**config.mk**
```make
export PLATFORM = sky130hd
export DESIGN_NAME = wheel_ffb_command_decoder_flat
export DESIGN_NICKNAME = d
export VERILOG_FILES = /design/src/rtl/wfd_pkg.sv /design/src/rtl/wfd_cmd_if.sv /design/src/rtl/wfd_res_if.sv /design/src/rtl/wfd_cfg_if.sv /design/src/rtl/wfd_frame_decoder.sv /design/src/rtl/wfd_result_buffer.sv /design/src/rtl/wheel_ffb_command_decoder.sv /design/src/flat_wrapper.sv
export SDC_FILE = /design/constraint.sdc
export NUM_CORES = 1
export LEC_CHECK = 0
export BUFFER_PORTS_ARGS = -buffer_cell sky130_fd_sc_hd__buf_2
export CORE_MARGIN = 5
export CORE_UTILIZATION = 58
export CTS_CLUSTER_SIZE = 28
export DETAILED_ROUTE_END_ITERATION = 8
export PLACE_DENSITY = 0.75
export SYNTH_ARGS = -nofsm -noshare
export SYNTH_HDL_FRONTEND = slang
export SYNTH_HIERARCHICAL = 1
export SYNTH_SLANG_ARGS = --single-unit
export TNS_END_PERCENT = 5
```
**constraint.sdc**
```tcl
create_clock -name clk -period 13.3 [get_ports clk]
set_clock_uncertainty 0.05 [all_clocks]
set_input_delay 0.665 -clock clk [delete_from_list [all_inputs] [get_ports clk]]
set_output_delay 0.665 -clock clk [all_outputs]
set_load 0.005 [all_outputs]
```
**src/rtl/wfd_pkg.sv**
```systemverilog
// Shared types, widths and command codes for the wheel force-feedback command decoder.
`timescale 1ns / 1ps

package wfd_pkg;

    localparam int BYTE_W  = 8;
    localparam int POS_W   = 16;
    localparam int LEVEL_W = 11;
    localparam int TGT_W   = 2;
    localparam int SLOTS   = 4;
    localparam int SLOT_W  = $clog2(SLOTS);
    localparam int CNT_W   = SLOT_W + 1;

    localparam logic [POS_W-1:0] FULL_SCALE_RST = 16'hFFFF;

    // frame opcodes (first byte)
    localparam logic [BYTE_W-1:0] OP_CENTER     = 8'h0B;
    localparam logic [BYTE_W-1:0] OP_RESET      = 8'hFF;
    localparam logic [BYTE_W-1:0] OP_INIT       = 8'h81;
    localparam logic [BYTE_W-1:0] OP_AUTO_TURN  = 8'hFC;
    localparam logic [BYTE_W-1:0] OP_FORCE_ON   = 8'h80;
    localparam logic [BYTE_W-1:0] OP_SET_AMT_A  = 8'h84;
    localparam logic [BYTE_W-1:0] OP_SET_AMT_B  = 8'h9E;
    localparam logic [BYTE_W-1:0] OP_KEEP_A     = 8'hFA;
    localparam logic [BYTE_W-1:0] OP_KEEP_B     = 8'hFD;
    localparam logic [BYTE_W-1:0] OP_RUMBLE     = 8'hFB;

    // rumble strength selectors (third byte)
    localparam logic [BYTE_W-1:0] RMB_LOW       = 8'h00;
    localparam logic [BYTE_W-1:0] RMB_MID       = 8'h02;
    localparam logic [BYTE_W-1:0] RMB_HIGH      = 8'h10;
    localparam logic [BYTE_W-1:0] RMB_MAX_A     = 8'h0B;
    localparam logic [BYTE_W-1:0] RMB_MAX_B     = 8'h1B;

    // reply codes
    localparam logic [BYTE_W-1:0] RC_READY      = 8'h00;
    localparam logic [BYTE_W-1:0] RC_NOT_INIT   = 8'h11;
    localparam logic [BYTE_W-1:0] RC_BUSY       = 8'h44;

    // output levels
    localparam logic signed [LEVEL_W-1:0] LVL_ZERO        = 11'sd0;
    localparam logic signed [LEVEL_W-1:0] LVL_CENTER_FULL = 11'sd100;
    localparam logic signed [LEVEL_W-1:0] LVL_RUMBLE_LOW  = 11'sd10;
    localparam logic signed [LEVEL_W-1:0] LVL_RUMBLE_MID  = 11'sd20;
    localparam logic signed [LEVEL_W-1:0] LVL_RUMBLE_HIGH = 11'sd50;
    localparam logic signed [LEVEL_W-1:0] LVL_RUMBLE_MAX  = 11'sd80;
    localparam logic signed [LEVEL_W-1:0] LVL_AUTO_TURN   = 11'sd51;
    localparam logic signed [LEVEL_W-1:0] LVL_AMT_RST     = 11'sd26;
    localparam logic signed [LEVEL_W-1:0] LVL_AMT_BIAS    = 11'sd512;

    // index of the frame byte that completes a frame
    localparam logic [SLOT_W-1:0] FRAME_LAST = 2'd3;

    typedef enum logic [TGT_W-1:0] {
        TGT_FORCE  = 2'd0,
        TGT_CENTER = 2'd1,
        TGT_RUMBLE = 2'd2,
        TGT_REPLY  = 2'd3
    } wfd_target_t;

    typedef struct packed {
        wfd_target_t                 target;
        logic signed [LEVEL_W-1:0]   level;
    } wfd_result_t;

    typedef struct packed {
        wfd_result_t [SLOTS-1:0]     ent;
        logic [CNT_W-1:0]            count;
    } wfd_bundle_t;

endpackage

```
**src/rtl/wfd_cmd_if.sv**
```systemverilog
// Command byte channel: received byte plus the wheel position sample.
`timescale 1ns / 1ps

interface wfd_cmd_if;
    logic                        valid;
    logic                        ready;
    logic [wfd_pkg::BYTE_W-1:0]  rx_byte;
    logic [wfd_pkg::POS_W-1:0]   wheel_pos;

    modport source (output valid, rx_byte, wheel_pos, input ready);
    modport sink   (input valid, rx_byte, wheel_pos, output ready);
endinterface

```
**src/rtl/wfd_res_if.sv**
```systemverilog
// Result channel: actuator target, level and end-of-frame mark.
`timescale 1ns / 1ps

interface wfd_res_if;
    logic                                valid;
    logic                                ready;
    logic [wfd_pkg::TGT_W-1:0]           target;
    logic signed [wfd_pkg::LEVEL_W-1:0]  level;
    logic                                last;

    modport source (output valid, target, level, last, input ready);
    modport sink   (input valid, target, level, last, output ready);
endinterface

```
**src/rtl/wfd_cfg_if.sv**
```systemverilog
// Configuration write channel carrying the wheel full-scale value.
`timescale 1ns / 1ps

interface wfd_cfg_if;
    logic                        valid;
    logic                        ready;
    logic [wfd_pkg::POS_W-1:0]   wheel_full_scale;

    modport source (output valid, wheel_full_scale, input ready);
    modport sink   (input valid, wheel_full_scale, output ready);
endinterface

```
**src/rtl/wfd_frame_decoder.sv**
```systemverilog
// Frame assembly, decoder state and single-pass decode of a completed frame.
`timescale 1ns / 1ps

module wfd_frame_decoder (
    input  logic                          clk,
    input  logic                          rst_n,
    input  logic                          step,
    input  logic [wfd_pkg::BYTE_W-1:0]    rx_byte,
    input  logic [wfd_pkg::POS_W-1:0]     wheel_pos,
    input  logic [wfd_pkg::POS_W-1:0]     full_scale,
    output logic                          complete,
    output wfd_pkg::wfd_bundle_t          bundle
);
    import wfd_pkg::*;

    localparam int LIM_W = POS_W + 4;

    logic [BYTE_W-1:0]          frame_reg [FRAME_LAST];
    logic [SLOT_W-1:0]          byte_count_reg;
    logic [BYTE_W-1:0]          reply_reg, reply_next;
    logic                       auto_reg, auto_next;
    logic signed [LEVEL_W-1:0]  force_reg, force_next;

    logic [LIM_W-1:0]           pos10, hi_lim, lo_lim;
    logic                       amt_pos, amt_neg, blocked;
    logic [BYTE_W-1:0]          b0, b1, b2;
    logic signed [LEVEL_W-1:0]  amt_step;
    logic [CNT_W-1:0]           n;
    wfd_bundle_t                bnd;

    assign complete = (byte_count_reg == FRAME_LAST);
    assign b0 = frame_reg[0];
    assign b1 = frame_reg[1];
    assign b2 = frame_reg[2];

    assign pos10  = {1'b0, wheel_pos, 3'b000} + {3'b000, wheel_pos, 1'b0};
    assign hi_lim = {1'b0, full_scale, 3'b000} + {4'b0000, full_scale};
    assign lo_lim = {4'b0000, full_scale};

    assign amt_neg = force_reg[LEVEL_W-1];
    assign amt_pos = !force_reg[LEVEL_W-1] && (force_reg != LVL_ZERO);
    assign blocked = ((pos10 >= hi_lim) && amt_pos) || ((pos10 <= lo_lim) && amt_neg);

    // four times the third byte, as a positive 11-bit quantity
    assign amt_step = $signed({1'b0, b2, 2'b00});

    always_comb
    begin
        reply_next = reply_reg;
        auto_next  = auto_reg;
        force_next = force_reg;
        n          = '0;
        bnd        = '0;

        case (b0)
            OP_CENTER:
            begin
                bnd.ent[n[SLOT_W-1:0]] = '{TGT_CENTER, LVL_CENTER_FULL};
                n = n + 1'b1;
            end
            OP_RESET:
            begin
                reply_next = RC_READY;
            end
            OP_INIT:
            begin
                reply_next = RC_NOT_INIT;
            end
            OP_AUTO_TURN:
            begin
                bnd.ent[n[SLOT_W-1:0]] = '{TGT_CENTER, LVL_ZERO};
                n = n + 1'b1;
                auto_next = 1'b1;
            end
            OP_FORCE_ON:
            begin
                if (b1 == 8'd0 && b2 == 8'd0)
                begin
                    bnd.ent[n[SLOT_W-1:0]] = '{TGT_FORCE, LVL_ZERO};
                    n = n + 1'b1;
                end
                if (b1 == 8'd1 && b2 == 8'd1 && !blocked)
                begin
                    bnd.ent[n[SLOT_W-1:0]] = '{TGT_FORCE, force_reg};
                    n = n + 1'b1;
                end
            end
            OP_SET_AMT_A, OP_SET_AMT_B:
            begin
                reply_next = RC_READY;
                if (b1 == 8'd1)
                begin
                    force_next = LVL_ZERO - amt_step;
                end
                else if (b1 == 8'd0)
                begin
                    force_next = LVL_AMT_BIAS - amt_step;
                end
                bnd.ent[n[SLOT_W-1:0]] = '{TGT_FORCE, force_next};
                n = n + 1'b1;
            end
            OP_KEEP_A, OP_KEEP_B:
            begin
                if (auto_reg)
                begin
                    reply_next = RC_BUSY;
                    bnd.ent[n[SLOT_W-1:0]] = '{TGT_FORCE, LVL_AUTO_TURN};
                    n = n + 1'b1;
                    if (pos10 > hi_lim)
                    begin
                        reply_next = RC_READY;
                        auto_next  = 1'b0;
                        bnd.ent[n[SLOT_W-1:0]] = '{TGT_FORCE, LVL_ZERO};
                        n = n + 1'b1;
                    end
                end
            end
            OP_RUMBLE:
            begin
                case (b2)
                    RMB_LOW:
                    begin
                        bnd.ent[n[SLOT_W-1:0]] = '{TGT_RUMBLE, LVL_RUMBLE_LOW};
                        n = n + 1'b1;
                    end
                    RMB_MID:
                    begin
                        bnd.ent[n[SLOT_W-1:0]] = '{TGT_RUMBLE, LVL_RUMBLE_MID};
                        n = n + 1'b1;
                    end
                    RMB_HIGH:
                    begin
                        bnd.ent[n[SLOT_W-1:0]] = '{TGT_RUMBLE, LVL_RUMBLE_HIGH};
                        n = n + 1'b1;
                    end
                    RMB_MAX_A, RMB_MAX_B:
                    begin
                        bnd.ent[n[SLOT_W-1:0]] = '{TGT_RUMBLE, LVL_RUMBLE_MAX};
                        n = n + 1'b1;
                    end
                    default:
                    begin
                    end
                endcase
                bnd.ent[n[SLOT_W-1:0]] = '{TGT_CENTER, LVL_CENTER_FULL};
                n = n + 1'b1;
            end
            default:
            begin
            end
        endcase

        // keep-alive frames skip the trailing force release
        if (b0 != OP_KEEP_A && b0 != OP_KEEP_B)
        begin
            bnd.ent[n[SLOT_W-1:0]] = '{TGT_FORCE, LVL_ZERO};
            n = n + 1'b1;
        end
        bnd.ent[n[SLOT_W-1:0]] = '{TGT_REPLY, $signed({3'b000, reply_next})};
        bnd.count = n + 1'b1;
    end

    assign bundle = bnd;

    always_ff @(posedge clk or negedge rst_n)
    begin
        if (!rst_n)
        begin
            byte_count_reg <= '0;
            reply_reg      <= RC_READY;
            auto_reg       <= 1'b0;
            force_reg      <= LVL_AMT_RST;
        end
        else if (step)
        begin
            if (complete)
            begin
                byte_count_reg <= '0;
                reply_reg      <= reply_next;
                auto_reg       <= auto_next;
                force_reg      <= force_next;
            end
            else
            begin
                byte_count_reg <= byte_count_reg + 1'b1;
            end
        end
    end

    always_ff @(posedge clk)
    begin
        if (step && !complete)
        begin
            frame_reg[byte_count_reg] <= rx_byte;
        end
    end

endmodule

```
**src/rtl/wfd_result_buffer.sv**
```systemverilog
// Result buffer: holds one decoded frame's results and hands them out one per transfer.
`timescale 1ns / 1ps

module wfd_result_buffer (
    input  logic                   clk,
    input  logic                   rst_n,
    input  logic                   load,
    input  wfd_pkg::wfd_bundle_t   bundle,
    output logic                   free,
    wfd_res_if.source              res
);
    import wfd_pkg::*;

    logic                  valid_reg;
    logic [SLOT_W-1:0]     idx_reg;
    wfd_bundle_t           bnd_reg;
    logic [CNT_W-1:0]      cnt_m1;
    logic                  is_last, xfer;

    assign cnt_m1  = bnd_reg.count - 1'b1;
    assign is_last = (idx_reg == cnt_m1[SLOT_W-1:0]);
    assign xfer    = valid_reg && res.ready;
    assign free    = !valid_reg || (xfer && is_last);

    assign res.valid  = valid_reg;
    assign res.target = bnd_reg.ent[idx_reg].target;
    assign res.level  = bnd_reg.ent[idx_reg].level;
    assign res.last   = is_last;

    always_ff @(posedge clk or negedge rst_n)
    begin
        if (!rst_n)
        begin
            valid_reg <= 1'b0;
            idx_reg   <= '0;
        end
        else if (load)
        begin
            valid_reg <= 1'b1;
            idx_reg   <= '0;
        end
        else if (xfer)
        begin
            if (is_last)
            begin
                valid_reg <= 1'b0;
            end
            else
            begin
                idx_reg <= idx_reg + 1'b1;
            end
        end
    end

    always_ff @(posedge clk)
    begin
        if (load)
        begin
            bnd_reg <= bundle;
        end
    end

`ifndef SYNTHESIS
    a_load_when_free: assert property (@(posedge clk) disable iff (!rst_n)
        load |-> free)
        else $error("result buffer loaded while still holding results");

    a_idx_in_range: assert property (@(posedge clk) disable iff (!rst_n)
        valid_reg |-> ({1'b0, idx_reg} < bnd_reg.count))
        else $error("result index past frame result count");

    a_last_is_reply: assert property (@(posedge clk) disable iff (!rst_n)
        (valid_reg && is_last) |-> (bnd_reg.ent[idx_reg].target == TGT_REPLY))
        else $error("frame run does not end with reply byte");

    a_drain_ends: assert property (@(posedge clk) disable iff (!rst_n)
        (xfer && is_last && !load) |=> !valid_reg)
        else $error("result buffer still valid after final transfer");
`endif

endmodule

```
**src/rtl/wheel_ffb_command_decoder.sv**
```systemverilog
// Top level of the wheel force-feedback command decoder.
//
//  channel  role   payload                          transfer when
//  cmd      sink   rx_byte[7:0], wheel_pos[15:0]    cmd.valid && cmd.ready
//  res      src    target[1:0], level[10:0], last   res.valid && res.ready
//  cfg      sink   wheel_full_scale[15:0]           cfg.valid && cfg.ready
//
// One byte per cycle is taken unless a frame-ending byte is held; the decode of a completed
// 4-byte frame runs in one pass from the input register into the result buffer, which then
// gives 1 to 4 results at one per cycle while res.ready is high. The frame-ending byte waits
// in the input register until the result buffer has handed out its final result.
// rst_n resets the frame count, reply code, auto-turn flag, force amount (26/256) and
// full scale (65535). cfg.ready is always high.
`timescale 1ns / 1ps

module wheel_ffb_command_decoder (
    input  logic        clk,
    input  logic        rst_n,
    wfd_cmd_if.sink     cmd,
    wfd_res_if.source   res,
    wfd_cfg_if.sink     cfg
);
    import wfd_pkg::*;

    logic                in_valid_reg;
    logic [BYTE_W-1:0]   byte_reg;
    logic [POS_W-1:0]    pos_reg;
    logic [POS_W-1:0]    full_scale_reg;

    logic                complete, free, advance, load;
    wfd_bundle_t         bundle;

    // a frame-ending byte moves on only when the buffer can take its results
    assign advance   = in_valid_reg && (!complete || free);
    assign load      = advance && complete;
    assign cmd.ready = !in_valid_reg || advance;
    assign cfg.ready = 1'b1;

    always_ff @(posedge clk or negedge rst_n)
    begin
        if (!rst_n)
        begin
            in_valid_reg   <= 1'b0;
            full_scale_reg <= FULL_SCALE_RST;
        end
        else
        begin
            if (cmd.valid && cmd.ready)
            begin
                in_valid_reg <= 1'b1;
            end
            else if (advance)
            begin
                in_valid_reg <= 1'b0;
            end
            if (cfg.valid && cfg.ready)
            begin
                full_scale_reg <= cfg.wheel_full_scale;
            end
        end
    end

    always_ff @(posedge clk)
    begin
        if (cmd.valid && cmd.ready)
        begin
            byte_reg <= cmd.rx_byte;
            pos_reg  <= cmd.wheel_pos;
        end
    end

    wfd_frame_decoder u_decoder (
        .clk        (clk),
        .rst_n      (rst_n),
        .step       (advance),
        .rx_byte    (byte_reg),
        .wheel_pos  (pos_reg),
        .full_scale (full_scale_reg),
        .complete   (complete),
        .bundle     (bundle)
    );

    wfd_result_buffer u_results (
        .clk    (clk),
        .rst_n  (rst_n),
        .load   (load),
        .bundle (bundle),
        .free   (free),
        .res    (res)
    );

endmodule
```
**src/flat_wrapper.sv**
```systemverilog
// flat-port wrapper written by rule: the top's interface ports become plain ports
module wheel_ffb_command_decoder_flat import wfd_pkg::*;
  (clk, rst_n, cmd_valid, cmd_rx_byte, cmd_wheel_pos, cmd_ready, res_valid, res_target, res_level, res_last, res_ready, cfg_valid, cfg_wheel_full_scale, cfg_ready);
  wfd_cmd_if cmd_i ();
  wfd_res_if res_i ();
  wfd_cfg_if cfg_i ();
  input  logic clk;
  input  logic rst_n;
  input wire logic [$bits(cmd_i.valid)-1:0] cmd_valid;
  input wire logic [$bits(cmd_i.rx_byte)-1:0] cmd_rx_byte;
  input wire logic [$bits(cmd_i.wheel_pos)-1:0] cmd_wheel_pos;
  output wire logic [$bits(cmd_i.ready)-1:0] cmd_ready;
  output wire logic [$bits(res_i.valid)-1:0] res_valid;
  output wire logic [$bits(res_i.target)-1:0] res_target;
  output wire logic [$bits(res_i.level)-1:0] res_level;
  output wire logic [$bits(res_i.last)-1:0] res_last;
  input wire logic [$bits(res_i.ready)-1:0] res_ready;
  input wire logic [$bits(cfg_i.valid)-1:0] cfg_valid;
  input wire logic [$bits(cfg_i.wheel_full_scale)-1:0] cfg_wheel_full_scale;
  output wire logic [$bits(cfg_i.ready)-1:0] cfg_ready;
  assign cmd_i.valid = cmd_valid;
  assign cmd_i.rx_byte = cmd_rx_byte;
  assign cmd_i.wheel_pos = cmd_wheel_pos;
  assign cmd_ready = cmd_i.ready;
  assign res_valid = res_i.valid;
  assign res_target = res_i.target;
  assign res_level = res_i.level;
  assign res_last = res_i.last;
  assign res_i.ready = res_ready;
  assign cfg_i.valid = cfg_valid;
  assign cfg_i.wheel_full_scale = cfg_wheel_full_scale;
  assign cfg_ready = cfg_i.ready;
  wheel_ffb_command_decoder u_core (.clk(clk), .rst_n(rst_n), .cmd(cmd_i), .res(res_i), .cfg(cfg_i));
endmodule
```
==> results.txt <==
status: completed
critical path's slowest cell: fa_1
# diodes: 0
Iter 0 DRT Violations: 609
initial core utilization: 0.584
CP max stage delay: 420 ps
Cell Count, Final, Fillers Out: 994
worst path required time: 13530 ps
# rows: 45
H-tree depth: 4
worst r2r dst: u_core/u_results/bnd_reg[11]
Chip Width: 133 µm
crit path kind: flop to flop
Nets: 918
Final Setup Violations: 0
Worst Setup Start Kind: flop
FMAX: 0.145 GHz
post-layout util: 0.648
Area growth syn-to-layout: 10.8%
dpl hpwl: 13500 µm
latest clock arrival within the worst-skew pair: 420 ps
vias per cell: 5.98
YS warnings: 6
CTS Buf Count: 17
most used cell along the critical path: ha_1
leak pwr: 4.22 nW
max reg flops: 54
routability cong.: 0.965
All-Layer GR Usage: 0.211
Reg2Reg Launch Point: u_core/full_scale_reg[0]
reg2reg setup slack: 6380 ps
Post-CTS Resized: 0
I/O Pins: 62
WL/cell: 18.2 µm
vias in the first global route: 6005
Syn Area/Cell: 11.9 µm²
largest net degree at the start of global routing: 58
fin crit share: 0.520
Worst-path clk slew: 60 ps
Post-Synthesis Cells: 736
core area: 15000 µm²
arrival time at the worst endpoint: 7150 ps
root buffer cell: clkbuf_16
HP Class: input port to flop
grt total ovfl: 0
Detail Route Antenna Nets: 0
post-route setup slack: 6380 ps
Max Cap Viol: 0
DIE HEIGHT: 133 µm
IO Port Bufs: 60
Residual DRC: 0
drt total wl: 18100 µm
pwr dens: 154 nW/µm²
worst vdd ir: 0.000113 V
R2R depth: 31
Worst-Margin Slew: 1070 ps
global-route wire length before repair: 29900 µm
Post-CTS Setup Inserts: 0
crit-path max FO: 9
hold_buf cts: 0
final-report hold violation count: 0
hold depth: 1
Max transition margin: 0.289
HP Start: cmd_rx_byte[1]
die footprint: 17600 µm²
CTS max path bufs: 2
DR vias: 5946
crit end category: flop
dpl ws: 6500 ps
CTS tree: built
initial antenna violation count: 0
Final Max Tran Viols: 0
crit path time final: 6920 ps
Cell Area, Synth: 8750 µm²
WHS Endpoint: u_core/byte_reg[1]
TritonRoute pass-1 iters: 5
clock tree sinks: 144
Setup TNS: 0 ps
cell count after placement: 963
share of cells above drive strength 1: 0.220
RSZ-0062 raised after global routing: false
[metal layers]
| metal | track usage | up-vias | share of wire |
|---|---|---|---|
| met4 | 0.0658 | 0 | 0.011 |
| met3 | 0.0479 | 22 | 0.062 |
| met1 | 0.302 | 2854 | 0.47 |
| met5 | 0 | - | 0 |
| li1 | - | 2862 | - |
| met2 | 0.323 | 208 | 0.46 |
[through the flow]
step / hold slack [ps] / area (µm²) / total power, mW
after CTS: 356 / 9700 / 1.50
final: 365 / 9700 / 1.49
after global routing: 349 / 9700 / 1.58
after floorplan: 319 / 8780 / 0.915
after detailed placement: 422 / 9110 / 1.02
after global placement: 405 / 9110 / 1.00
[final cells by class]
cell class,instances,area (µm²)
clock buffers,17,425
clock inverters,14,165
fillers,1102,5280
inverters,38,143
multi-input cells,531,4280
flip-flops and latches,144,4140
well taps,188,235
repair buffers,62,315
[how the worst max path moves through the flow]
stage                                         endpoint                      from  slack (ps)
final                     u_core/u_results/bnd_reg[11]  u_core/full_scale_reg[0]        6380
after global routing      u_core/u_results/bnd_reg[12]  u_core/full_scale_reg[0]        5800
after CTS                 u_core/u_results/bnd_reg[12]  u_core/full_scale_reg[0]        6440
after detailed placement  u_core/u_results/bnd_reg[12]  u_core/full_scale_reg[0]        6500
after global placement    u_core/u_results/bnd_reg[12]  u_core/full_scale_reg[0]        6830
after floorplan           u_core/u_results/bnd_reg[12]  u_core/full_scale_reg[0]        7300
[layout by cell type (no fill, tap or decap), drive strengths merged, types with 19 or more instances in the layout]
cell / count
dfstp: 19
dfrtp: 23
o21ai: 30
and3: 19
ha: 77
a21oi: 44
a21o: 29
nand2: 47
nor3: 19
nor2: 29
mux2: 25
xnor2: 26
edfxtp: 102
inv: 41
buf: 62
[report_power, final]
part           switching [mW]  internal [mW]
Combinational           0.221          0.190
Clock                   0.180          0.294
Sequential             0.0619          0.547
[worst max-delay path, delay by kind of cell (launching register included)]
kind / cells / cell delay, ps
compound gates: 15 / 3030
fa+ha+maj: 6 / 1850
buf+inv: 1 / 80
flops: 1 / 380
simple gates: 9 / 1400
No activity file was read; power rests on OpenSTA's default activity.
